[src/rtl/swpf_pkg.sv]
// Shared types and constants of the servo write packet framer.
package swpf_pkg;

	localparam int DVD_W = 25;
	localparam int DVS_W = 21;
	localparam int DCNT_W = 5;

	localparam logic [7:0] HDR_BYTE = 8'hFF;
	localparam logic [7:0] OP_WRITE = 8'h03;
	localparam logic [7:0] ADDR_GOAL = 8'h1E;
	localparam logic [7:0] ADDR_BAUD = 8'h04;
	localparam logic [7:0] ADDR_ID = 8'h03;
	localparam logic [7:0] LEN_ONE = 8'h04;
	localparam logic [7:0] LEN_TWO = 8'h05;
	localparam logic [3:0] NBYTES_ONE = 4'd8;
	localparam logic [3:0] NBYTES_TWO = 4'd9;

	localparam logic [9:0] POS_MAX = 10'd1023;
	localparam logic [7:0] CODE_MAX = 8'd255;
	localparam logic [7:0] CODE_DEFAULT = 8'd1;
	localparam logic [DVS_W-1:0] POS_DIVISOR = 21'd30000;
	localparam logic [DVD_W-1:0] BAUD_NUM = 25'd2000000;
	localparam logic [7:0] MOTOR_ID_RESET = 8'd1;

	localparam logic [1:0] ACT_POS = 2'd0;
	localparam logic [1:0] ACT_BAUD = 2'd1;
	localparam logic [1:0] ACT_ID = 2'd2;
	localparam logic [1:0] ACT_NONE = 2'd3;

	localparam logic REG_MOTOR_ID = 1'b0;

	typedef struct packed {
		logic [7:0] id;
		logic [7:0] addr;
		logic [7:0] data0;
		logic [7:0] data1;
		logic two_data;
	} pkt_load_t;

endpackage

[src/rtl/swpf_div.sv]
// Bit-serial restoring divider, one quotient bit per cycle.
module swpf_div import swpf_pkg::*; (
	input logic clk,
	input logic arst_n,
	input logic start,
	input logic [DVD_W-1:0] dividend,
	input logic [DVS_W-1:0] divisor,
	output logic done,
	output logic [DVD_W-1:0] quotient
);

	logic busy_q;
	logic done_q;
	logic [DCNT_W-1:0] cnt_q;
	logic [DVS_W-1:0] rem_q;
	logic [DVS_W-1:0] dvs_q;
	logic [DVD_W-1:0] quo_q;
	logic [DVS_W:0] trial;
	logic [DVS_W:0] diff;
	logic ge;

	assign trial = {rem_q, quo_q[DVD_W-1]};
	assign diff = trial - {1'b0, dvs_q};
	assign ge = (trial >= {1'b0, dvs_q});

	always_ff @(posedge clk or negedge arst_n) begin
		if (!arst_n) begin
			busy_q <= 1'b0;
			done_q <= 1'b0;
			cnt_q <= '0;
		end else begin
			done_q <= 1'b0;
			if (start) begin
				busy_q <= 1'b1;
				cnt_q <= DCNT_W'(DVD_W - 1);
			end else if (busy_q) begin
				cnt_q <= cnt_q - 1'b1;
				if (cnt_q == '0) begin
					busy_q <= 1'b0;
					done_q <= 1'b1;
				end
			end
		end
	end

	always_ff @(posedge clk) begin
		if (start) begin
			rem_q <= '0;
			dvs_q <= divisor;
			quo_q <= dividend;
		end else if (busy_q) begin
			rem_q <= ge ? diff[DVS_W-1:0] : trial[DVS_W-1:0];
			quo_q <= {quo_q[DVD_W-2:0], ge};
		end
	end

	assign done = done_q;
	assign quotient = quo_q;

endmodule

[src/rtl/swpf_ser.sv]
// Byte serializer of one packet with running checksum.
module swpf_ser import swpf_pkg::*; (
	input logic clk,
	input logic arst_n,
	input logic load,
	input pkt_load_t load_info,
	output logic pkt_valid,
	input logic pkt_stall,
	output logic [7:0] tx_byte,
	output logic last_byte,
	output logic done
);

	logic active_q;
	logic [63:0] sh_q;
	logic [3:0] idx_q;
	logic [3:0] n_q;
	logic [7:0] sum_q;
	logic take;
	logic is_last;

	assign is_last = (idx_q == (n_q - 4'd1));
	assign take = active_q && !pkt_stall;

	always_ff @(posedge clk or negedge arst_n) begin
		if (!arst_n) begin
			active_q <= 1'b0;
			idx_q <= '0;
			n_q <= NBYTES_ONE;
			sum_q <= '0;
		end else if (load) begin
			active_q <= 1'b1;
			idx_q <= '0;
			n_q <= load_info.two_data ? NBYTES_TWO : NBYTES_ONE;
			sum_q <= '0;
		end else if (take) begin
			idx_q <= idx_q + 4'd1;
			if (idx_q >= 4'd2) begin
				sum_q <= sum_q + sh_q[63:56];
			end
			if (is_last) begin
				active_q <= 1'b0;
			end
		end
	end

	always_ff @(posedge clk) begin
		if (load) begin
			sh_q <= {HDR_BYTE, HDR_BYTE, load_info.id,
				load_info.two_data ? LEN_TWO : LEN_ONE,
				OP_WRITE, load_info.addr, load_info.data0, load_info.data1};
		end else if (take) begin
			sh_q <= {sh_q[55:0], 8'h00};
		end
	end

	assign pkt_valid = active_q;
	assign last_byte = is_last;
	assign tx_byte = is_last ? ~sum_q : sh_q[63:56];
	assign done = take && is_last;

endmodule

[src/rtl/servo_write_packet_framer.sv]
// Top level: servo bus write packet framer with APB register port.
// Set id: loaded straight from idle, then 8 bytes, one per accepted word.
// Set position and set baud: the serial divider (none at baud 0), then 9 or 8 bytes.
// One command at a time; the next command is taken the cycle after the checksum leaves.
// Reset (arst_n low, asynchronous): idle, no word pending, motor_id back to 1.
// Throughput is set by the 25-step divider plus one output byte per unstalled cycle.
module servo_write_packet_framer import swpf_pkg::*; (
	input logic clk,
	input logic arst_n,
	input logic psel,
	input logic penable,
	input logic pwrite,
	input logic [2:0] paddr,
	input logic [31:0] pwdata,
	output logic [31:0] prdata,
	output logic pready,
	input logic cmd_valid,
	output logic cmd_stall,
	input logic [1:0] action,
	input logic [14:0] angle_centideg,
	input logic [20:0] baud_rate,
	input logic [7:0] new_id,
	output logic pkt_valid,
	input logic pkt_stall,
	output logic [7:0] tx_byte,
	output logic last_byte
);

	typedef enum logic [2:0] {
		ST_IDLE = 3'b001,
		ST_DIV = 3'b010,
		ST_SEND = 3'b100
	} state_t;

	state_t state_q;
	logic [7:0] motor_id_q;
	logic [1:0] act_q;
	logic cmd_take;
	logic div_start;
	logic [DVD_W-1:0] dvd;
	logic [DVS_W-1:0] dvs;
	logic div_done;
	logic [DVD_W-1:0] quo;
	logic [DVD_W-1:0] quo_m1;
	logic [15:0] word;
	logic [7:0] code;
	logic [9:0] pos;
	logic ser_load;
	pkt_load_t load_info;
	logic ser_done;

	assign pready = 1'b1;
	assign prdata = (paddr[2] == REG_MOTOR_ID) ? {24'b0, motor_id_q} : 32'b0;

	always_ff @(posedge clk or negedge arst_n) begin
		if (!arst_n) begin
			motor_id_q <= MOTOR_ID_RESET;
		end else if (psel && penable && pwrite && pready && (paddr[2] == REG_MOTOR_ID)) begin
			motor_id_q <= pwdata[7:0];
		end
	end

	assign cmd_stall = (state_q != ST_IDLE);
	assign cmd_take = cmd_valid && !cmd_stall;
	assign div_start = cmd_take && ((action == ACT_POS) ||
		((action == ACT_BAUD) && (baud_rate != '0)));

	always_comb begin
		if (action == ACT_POS) begin
			dvd = {angle_centideg, 10'b0} - {10'b0, angle_centideg};
			dvs = POS_DIVISOR;
		end else begin
			dvd = BAUD_NUM;
			dvs = baud_rate;
		end
	end

	swpf_div u_div (
		.clk(clk),
		.arst_n(arst_n),
		.start(div_start),
		.dividend(dvd),
		.divisor(dvs),
		.done(div_done),
		.quotient(quo)
	);

	assign quo_m1 = quo - DVD_W'(1);
	assign pos = (quo > {15'b0, POS_MAX}) ? POS_MAX : quo[9:0];

	always_comb begin
		if (quo == '0) begin
			code = 8'd0;
		end else if (quo_m1 > {17'b0, CODE_MAX}) begin
			code = CODE_MAX;
		end else begin
			code = quo_m1[7:0];
		end
	end

	always_comb begin
		load_info.id = motor_id_q;
		load_info.two_data = 1'b0;
		load_info.addr = ADDR_ID;
		word = {8'b0, new_id};
		ser_load = 1'b0;
		unique case (state_q)
			ST_IDLE: begin
				if (cmd_take && (action == ACT_ID)) begin
					ser_load = 1'b1;
				end else if (cmd_take && (action == ACT_BAUD)) begin
					ser_load = (baud_rate == '0);
					load_info.addr = ADDR_BAUD;
					word = {8'b0, CODE_DEFAULT};
				end
			end
			ST_DIV: begin
				ser_load = div_done;
				if (act_q == ACT_POS) begin
					load_info.two_data = 1'b1;
					load_info.addr = ADDR_GOAL;
					word = {6'b0, pos};
				end else begin
					load_info.addr = ADDR_BAUD;
					word = {8'b0, code};
				end
			end
			ST_SEND: begin
				ser_load = 1'b0;
			end
			default: begin
				ser_load = 1'b0;
			end
		endcase
		load_info.data0 = word[7:0];
		load_info.data1 = word[15:8];
	end

	always_ff @(posedge clk or negedge arst_n) begin
		if (!arst_n) begin
			state_q <= ST_IDLE;
			act_q <= ACT_NONE;
		end else begin
			unique case (state_q)
				ST_IDLE: begin
					act_q <= action;
					if (div_start) begin
						state_q <= ST_DIV;
					end else if (ser_load) begin
						state_q <= ST_SEND;
					end
				end
				ST_DIV: begin
					if (div_done) begin
						state_q <= ST_SEND;
					end
				end
				ST_SEND: begin
					if (ser_done) begin
						state_q <= ST_IDLE;
					end
				end
				default: begin
					state_q <= ST_IDLE;
				end
			endcase
		end
	end

	swpf_ser u_ser (
		.clk(clk),
		.arst_n(arst_n),
		.load(ser_load),
		.load_info(load_info),
		.pkt_valid(pkt_valid),
		.pkt_stall(pkt_stall),
		.tx_byte(tx_byte),
		.last_byte(last_byte),
		.done(ser_done)
	);

endmodule

[config.mk]
export PLATFORM = sky130hd
export DESIGN_NAME = servo_write_packet_framer
export DESIGN_NICKNAME = d
export VERILOG_FILES = /design/src/rtl/swpf_pkg.sv /design/src/rtl/swpf_div.sv /design/src/rtl/swpf_ser.sv /design/src/rtl/servo_write_packet_framer.sv
export SDC_FILE = /design/constraint.sdc
export NUM_CORES = 1
export LEC_CHECK = 0
export BUFFER_PORTS_ARGS = -buffer_cell sky130_fd_sc_hd__buf_2
export CAP_MARGIN = 20
export CORE_MARGIN = 8
export CORE_UTILIZATION = 24
export DETAILED_ROUTE_END_ITERATION = 7
export PLACE_DENSITY = 0.37
export SLEW_MARGIN = 20
export SYNTH_ARGS = -nofsm -noshare
export SYNTH_HDL_FRONTEND = slang
export SYNTH_SLANG_ARGS = --single-unit
[constraint.sdc]
create_clock -name clk -period 5.2 [get_ports clk]
set_input_delay 1.04 -clock clk [delete_from_list [all_inputs] [get_ports clk]]
set_output_delay 1.04 -clock clk [all_outputs]
set_load 0.1 [all_outputs]
==> results of run 1 <==
area by class of cell:
class / count / area share, %
Timing Repair Buffer: 98 / 4.935
Multi-Input combinational cell: 749 / 43.58
Sequential cell: 159 / 38.33
Inverter: 47 / 1.626
Tap cell: 518 / 5.973
Clock buffer: 18 / 3.955
Clock inverter: 14 / 1.603
tightest hold or removal path: stages, from the launching register on:
cell	delay, ns
sky130_fd_sc_hd__dfxtp_1	0.31
sky130_fd_sc_hd__nand2_1	0.05
sky130_fd_sc_hd__a21oi_1	0.05
logic make-up after synthesis:
logic type / synth area share [%]
and+or+nand+nor: 19.45
muxes: 3.376
other: 0.08041
AOI/OAI and AO/OA: 16.16
xor gates and xnor gates: 4.689
adders and majority gates: 5.787
DFF: 44.53
buffers and inverters: 5.934
routing by layer:
| layer | share of wire (%) | wire length (um) | up-vias |
|---|---|---|---|
| li1 | - | - | 3663 |
| met1 | 51 | 12520 | 3411 |
| met2 | 44 | 10910 | 105 |
| met3 | 3.6 | 876 | 20 |
| met4 | 1.3 | 329 | 2 |
| met5 | 0.053 | 13 | - |
synth_stat cells, types with 10 or more instances:
library cell / number
sky130_fd_sc_hd__nand2_1: 125
sky130_fd_sc_hd__edfxtp_1: 80
sky130_fd_sc_hd__nor2_1: 74
sky130_fd_sc_hd__a21oi_1: 67
sky130_fd_sc_hd__o21ai_0: 58
sky130_fd_sc_hd__inv_1: 47
sky130_fd_sc_hd__dfxtp_1: 45
sky130_fd_sc_hd__ha_1: 40
sky130_fd_sc_hd__xnor2_1: 34
sky130_fd_sc_hd__clkbuf_1: 33
sky130_fd_sc_hd__nand3_1: 33
sky130_fd_sc_hd__dfrtp_1: 30
sky130_fd_sc_hd__buf_4: 27
sky130_fd_sc_hd__and2_1: 25
sky130_fd_sc_hd__a21o_1: 20
sky130_fd_sc_hd__mux2i_1: 18
sky130_fd_sc_hd__nor3_1: 17
sky130_fd_sc_hd__xor2_1: 16
sky130_fd_sc_hd__nand2b_1: 15
sky130_fd_sc_hd__nor2b_1: 14
sky130_fd_sc_hd__a31oi_1: 13
sky130_fd_sc_hd__mux2_2: 12
sky130_fd_sc_hd__a22o_1: 11
sky130_fd_sc_hd__o211ai_1: 10
sky130_fd_sc_hd__o31ai_1: 10
registers in the layout, indices dropped and copies added (netlist names), 4 cells and up:
register	count
u_ser.sum_q	8
u_ser.sh_q	58
u_div.rem_q	21
u_div.cnt_q	5
u_ser.idx_q	4
motor_id_q	8
u_div.dvs_q	21
u_div.quotient	25
how the worst max path moves through the flow:
stage	depth (start not counted)	startpoint	to	slack, ns
after global routing	9	u_div.quotient[0]	u_ser.sh_q[12]	1.20
after floorplan	5	u_ser.idx_q[1]	tx_byte[6]	0.39
after CTS	12	u_div.quotient[24]	u_div.rem_q[4]	1.53
after global placement	9	baud_rate[1]	u_div.quotient[16]	1.40
after detailed placement	9	baud_rate[1]	u_div.quotient[16]	1.40
final	12	u_div.quotient[24]	u_div.rem_q[4]	1.50
per-stage QoR:
step / utilization (%) / power (mW) / cells
global route: 28.14 / 7.322 / 1603
finish: 28.14 / 6.738 / 1603
floorplan: - / 4.776 / 1025
CTS: 28.14 / 6.842 / 1603
global placement: 26.58 / 5.473 / 1571
detailed placement: 26.58 / 5.481 / 1571
report_power, final:
part	internal, mW	leakage [nW]	total, mW	switching (mW)
sequential	1.91	1.59	2.32	0.409
combinational	1.16	2.62	3.10	1.94
clock	0.730	0.299	1.32	0.588
==> results.toml, run 1 <==
[critical_path]
critical_path.top_delay_family = "compound AO/OA/AOI/OAI gates"
worst_ep_required_time_ns = 5.51
crit_fanout = 16
timing.critical_path.to_type = "flip-flop"
critPathLaunchType = "flip-flop"
worstReg2RegStart = "u_div.quotient[24]"
worst_path_max_delay_cell = "sky130_fd_sc_hd__nor2_2"
worst_ep_arrival_time_ns = 4.00
path_buf_inv = 2
criticalPathCategory = "reg2reg"
rrSetupSlack_ns = 1.50
max_stage_delay_ns = 0.76
path_cells = "inv_1 -> ha_1 -> fa_1 -> nor2b_1 -> o31ai_1 -> a211oi_1 -> o2111ai_1 -> a311oi_1 -> nor2_2 -> buf_4 -> mux2i_1 -> a21oi_1"
timing.reg2reg.worst_path_depth = 12
crit-reg2reg-capture = "u_div.rem_q[4]"

[grt]
grt_max_degree = 51
globalRoute.busiestLayer = "met2"
grt_use_met1_pct = 15.51
grtUsageTotal_pct = 11.15
grt_antenna_before_repair = 1
grt_use_met2_pct = 17.25
grt.overflow.total = 0
grtUsageMet3_pct = 2.451
grt_pass1_wl_um = 40320
grt_pass1_vias = 7146

[clocking]
cts_htree_levels = 4
cts_post_setup_buffers_inserted = 0
worst_skew_pair.late_latency_ns = 0.44
cts_tree = "built"
cts-root-buf = "sky130_fd_sc_hd__clkbuf_16"
post_cts_resized = 0
cts_hold_repair_buffers = 0
clock-sinks = 159
cts.reportedPaths.clkPinSlew_ns = 0.07
total_clock_buffers_created_by_cts = 17
clock_path_buffers = 2

[synth]
asyncSetResetFlopFracSynth_pct = 21.38
dominantRegCellSynth = "sky130_fd_sc_hd__edfxtp_1"
synth.avg_cell_area_um2 = 9.322
ys_types = 72
yosys_register_bits = 159
synth_top_cell_by_area = "sky130_fd_sc_hd__edfxtp_1"
top_area_cells_in_the_synthesized_netlist = "sky130_fd_sc_hd__edfxtp_1, sky130_fd_sc_hd__dfxtp_1, sky130_fd_sc_hd__dfrtp_1"
yosysWarningCount = 0
syn_inst = 1002
synth_enable_flop_cells = 80
synth.yosys.seq_area_share_pct = 44.53
netlist_area_um2 = 9340
share_of_the_synthesized_area_in_the_top_cell_type_pct = 25.72

[cells_and_area]
n_fill_cell = 4196
mostFrequentLayoutCell = "sky130_fd_sc_hd__nand2_1"
area_delta_synth_final_pct = 16.18
num_antenna_cells = 0
post_route_cells_drive_above_1_share_pct = 15.02
multi_input_area_um2 = 4730
layout.area.seq_um2 = 4159
most-common-layout-cells = "sky130_fd_sc_hd__nand2_1, sky130_fd_sc_hd__buf_2, sky130_fd_sc_hd__edfxtp_1"
finalInstanceArea_um2 = 10850
finish.net_count = 1202

[hold_path]
min_path_cells = 2
timing.hold.worst.class = "reg2reg"
min_delay_worst_endpoint = "u_ser.sh_q[28]"
worstHoldStart = "u_ser.sh_q[28]"

[timing]
timing.final.crit_period_ns = 3.699
setup-tns-final_ns = 0
tightestPinTransition_ns = 0.9526
slew_headroom_pct = 36.42
rsz_0062_raised_after_global_routing = "false"
final_min_period_over_clock_period_pct = 71.13
layout_setup_ws_ns = 1.501
hold-worst-slack_ns = 0.4511
skew_ns = 0.01407
finalSetupViolCount = 0
finalMaxSlewViolations = 0
max_freq_mhz = 270.4
report.final.hold_viol_count = 0

[route]
wl_per_cell_um = 15.38
detailed_route_iter0_violations = 289
first_pass_iters = 4
wl_um = 24650
via_per_inst = 4.492
vias = 7201
post-route-drc-count = 0
detail-route-antenna-nets = 0

[pwr]
vdd.ir_drop.worst_uv = 241.2
power.static_leakage_nw = 4.510
power.density_nw_per_um2 = 620.9

[floorplanning]
boundaryPins = 132
core_region_area_um2 = 38560
dieArea_um2 = 45490
fp-row-count = 72
effective_utilization_at_floorplan_pct = 24.22
floorplan.die.width_um = 213.3
floorplan_die_height_um = 213.3

[placed_design]
gpl.final_weighted_congestion = 0.7479
place_worst_setup_slack_ns = 1.395
io_buffer_count = 80
dpl-instance-area_um2 = 10250
place_hpwl_um = 18010

[run]
drv_cap = 0

[status]
outcome = "complete, no violations"
Power figures use the tool's default switching activity.
==> run 2: changes to the inputs <==
- PLACE_DENSITY: 0.37 -> 0.38
- clock period: 5.2 -> 3 ns (I/O delays scaled with it)
==> results.toml, run 2 (synthesized netlist as in run 1, its figures left out) <==
[floorplanning]
effective_utilization_at_floorplan_pct = 24.22
fp-row-count = 72
floorplan.die.width_um = 213.3
core_region_area_um2 = 38560
dieArea_um2 = 45490
floorplan_die_height_um = 213.3
boundaryPins = 132

[cells_and_area]
area_delta_synth_final_pct = 23.52
finish.net_count = 1264
most-common-layout-cells = "sky130_fd_sc_hd__nand2_1, sky130_fd_sc_hd__edfxtp_1, sky130_fd_sc_hd__buf_4"
layoutNonFillerInstCount = 1665
largest_register_ff_count = 58
mostFrequentLayoutCell = "sky130_fd_sc_hd__nand2_1"
num_antenna_cells = 0
finalInstanceArea_um2 = 11540
max_flop_register = "u_ser.sh_q"
post_route_cells_drive_above_1_share_pct = 20.92

[critical_path]
crit_fanout = 7
worstReg2RegStart = "u_div.quotient[1]"
critPathLaunchType = "flip-flop"
worst_ep_required_time_ns = 3.17
worst_ep_arrival_time_ns = 3.00
setup_crit_start = "u_div.quotient[1]"
timing.critical_path.to_type = "flip-flop"
criticalPathCategory = "reg2reg"

[clocking]
cts-root-buf = "sky130_fd_sc_hd__clkbuf_16"
total_clock_buffers_created_by_cts = 17
cts_htree_levels = 4
cts.reportedPaths.clkPinSlew_ns = 0.08
clock-sinks = 159
cts_tree = "built"
worst_skew_pair.late_latency_ns = 0.44
clock_path_buffers = 2

[pwr]
finalPower_mw = 12.25
vdd.ir_drop.worst_uv = 395.3
power.density_nw_per_um2 = 1062
power.static_leakage_nw = 4.848

[grt]
grt_pass1_wl_um = 40090
grt_pass1_vias = 7407
grt_antenna_before_repair = 1
grtUsageTotal_pct = 11.22
grt_max_degree = 36
grt.overflow.total = 0

[placed_design]
io_buffer_count = 80
dpl-instance-area_um2 = 10910
gpl.final_weighted_congestion = 0.7867
place_hpwl_um = 19290
place.detailed.instances = 1632
place_worst_setup_slack_ns = -0.04635

[timing]
layout_setup_ws_ns = 0.1781
finalSetupViolCount = 0
tightestPinTransition_ns = 0.8678
rsz_0062_raised_after_global_routing = "true"
slew_headroom_pct = 42.15
skew_ns = 0.01218
finalMaxSlewViolations = 0
report.final.hold_viol_count = 0
setup-tns-final_ns = 0
timing.final.crit_period_ns = 2.822
max_freq_mhz = 354.4
final_min_period_over_clock_period_pct = 94.06

[route]
detail-route-antenna-nets = 0
first_pass_iters = 4
via_per_inst = 4.422
vias = 7363
wl_per_cell_um = 15.08
detailed_route_iter0_violations = 333
wl_um = 25120
post-route-drc-count = 0

[status]
outcome = "complete, no violations"

[run]
drv_cap = 0

[hold_path]
timing.hold.worst.class = "in2async"
## run 2: cell count changes in the layout (fill, tap and decap cells not counted), moves of 2 or more
cell / change
sky130_fd_sc_hd__inv_8: -3
sky130_fd_sc_hd__bufinv_16: -2
sky130_fd_sc_hd__clkinvlp_4: +2
sky130_fd_sc_hd__nand2_1: -2
sky130_fd_sc_hd__buf_12: +14
sky130_fd_sc_hd__nand2_2: +2
sky130_fd_sc_hd__buf_4: +57
sky130_fd_sc_hd__buf_2: -9
sky130_fd_sc_hd__inv_6: +3
sky130_fd_sc_hd__o31ai_2: +2
sky130_fd_sc_hd__o31ai_1: -2
## run 2: layout make-up
cell class / count / area, um^2
multi-input combinational: 749 / 4805
inverter: 47 / 176.4
tap: 518 / 648.1
sequential: 159 / 4159
clock buffer: 18 / 429.2
timing repair buffer: 160 / 1199
fill: 4239 / 27020
clock inverter: 14 / 121.4
## run 2: path summary, 6_finish.rpt
check	depth (start not counted)	endpoint	slack, ns
hold / removal	1	motor_id_q[7]	0.28
setup / recovery	10	u_ser.sh_q[12]	0.18
max in group asynchronous	1	u_div.cnt_q[1]	2.17
min in group clk	2	motor_id_q[0]	0.39
hold reg to reg	2	u_ser.sh_q[28]	0.45
setup reg to reg	10	u_ser.sh_q[12]	0.18
## run 2: critical path: stages (launching register included)
cell and delay (ns):
sky130_fd_sc_hd__edfxtp_1 0.39, sky130_fd_sc_hd__inv_1 0.10, sky130_fd_sc_hd__ha_1 0.16, sky130_fd_sc_hd__or4b_4 0.48, sky130_fd_sc_hd__buf_4 0.17, sky130_fd_sc_hd__nand4_1 0.13
sky130_fd_sc_hd__a31oi_4 0.11, sky130_fd_sc_hd__or3_1 0.35, sky130_fd_sc_hd__and4bb_4 0.38, sky130_fd_sc_hd__a311o_1 0.20, sky130_fd_sc_hd__o211ai_1 0.09
## run 2: metal layers
metal / wire length [um] / share of wire, % / global-route usage [%]
met1: 12320 / 49 / 14.88
met5: 13 / 0.052 / 0
met2: 11550 / 46 / 18.17
met4: 333 / 1.3 / 3.262
met3: 901 / 3.6 / 2.392
## run 2: report_power, final
| group | switching (mW) | internal, mW | total, mW |
|---|---|---|---|
| logic | 3.63 | 2.58 | 6.21 |
| clock network | 1.02 | 1.09 | 2.11 |
| registers | 0.625 | 3.31 | 3.93 |
## run 2: stage by stage
step | util (%) | hold WS, ns
after detailed placement | 28.30 | 0.4430
after global routing | 29.92 | 0.3189
after floorplan | - | 0.3044
after global placement | 28.30 | 0.4405
final | 29.92 | 0.2759
after CTS | 29.75 | 0.2914
## run 2: timing repair
action,4_1_cts,5_1_grt
gates resized for setup,1,14
setup buffers,0,1
hold buffers,0,0
cloned,0,0
pin swaps,0,3
setup endpoints to repair,11,29
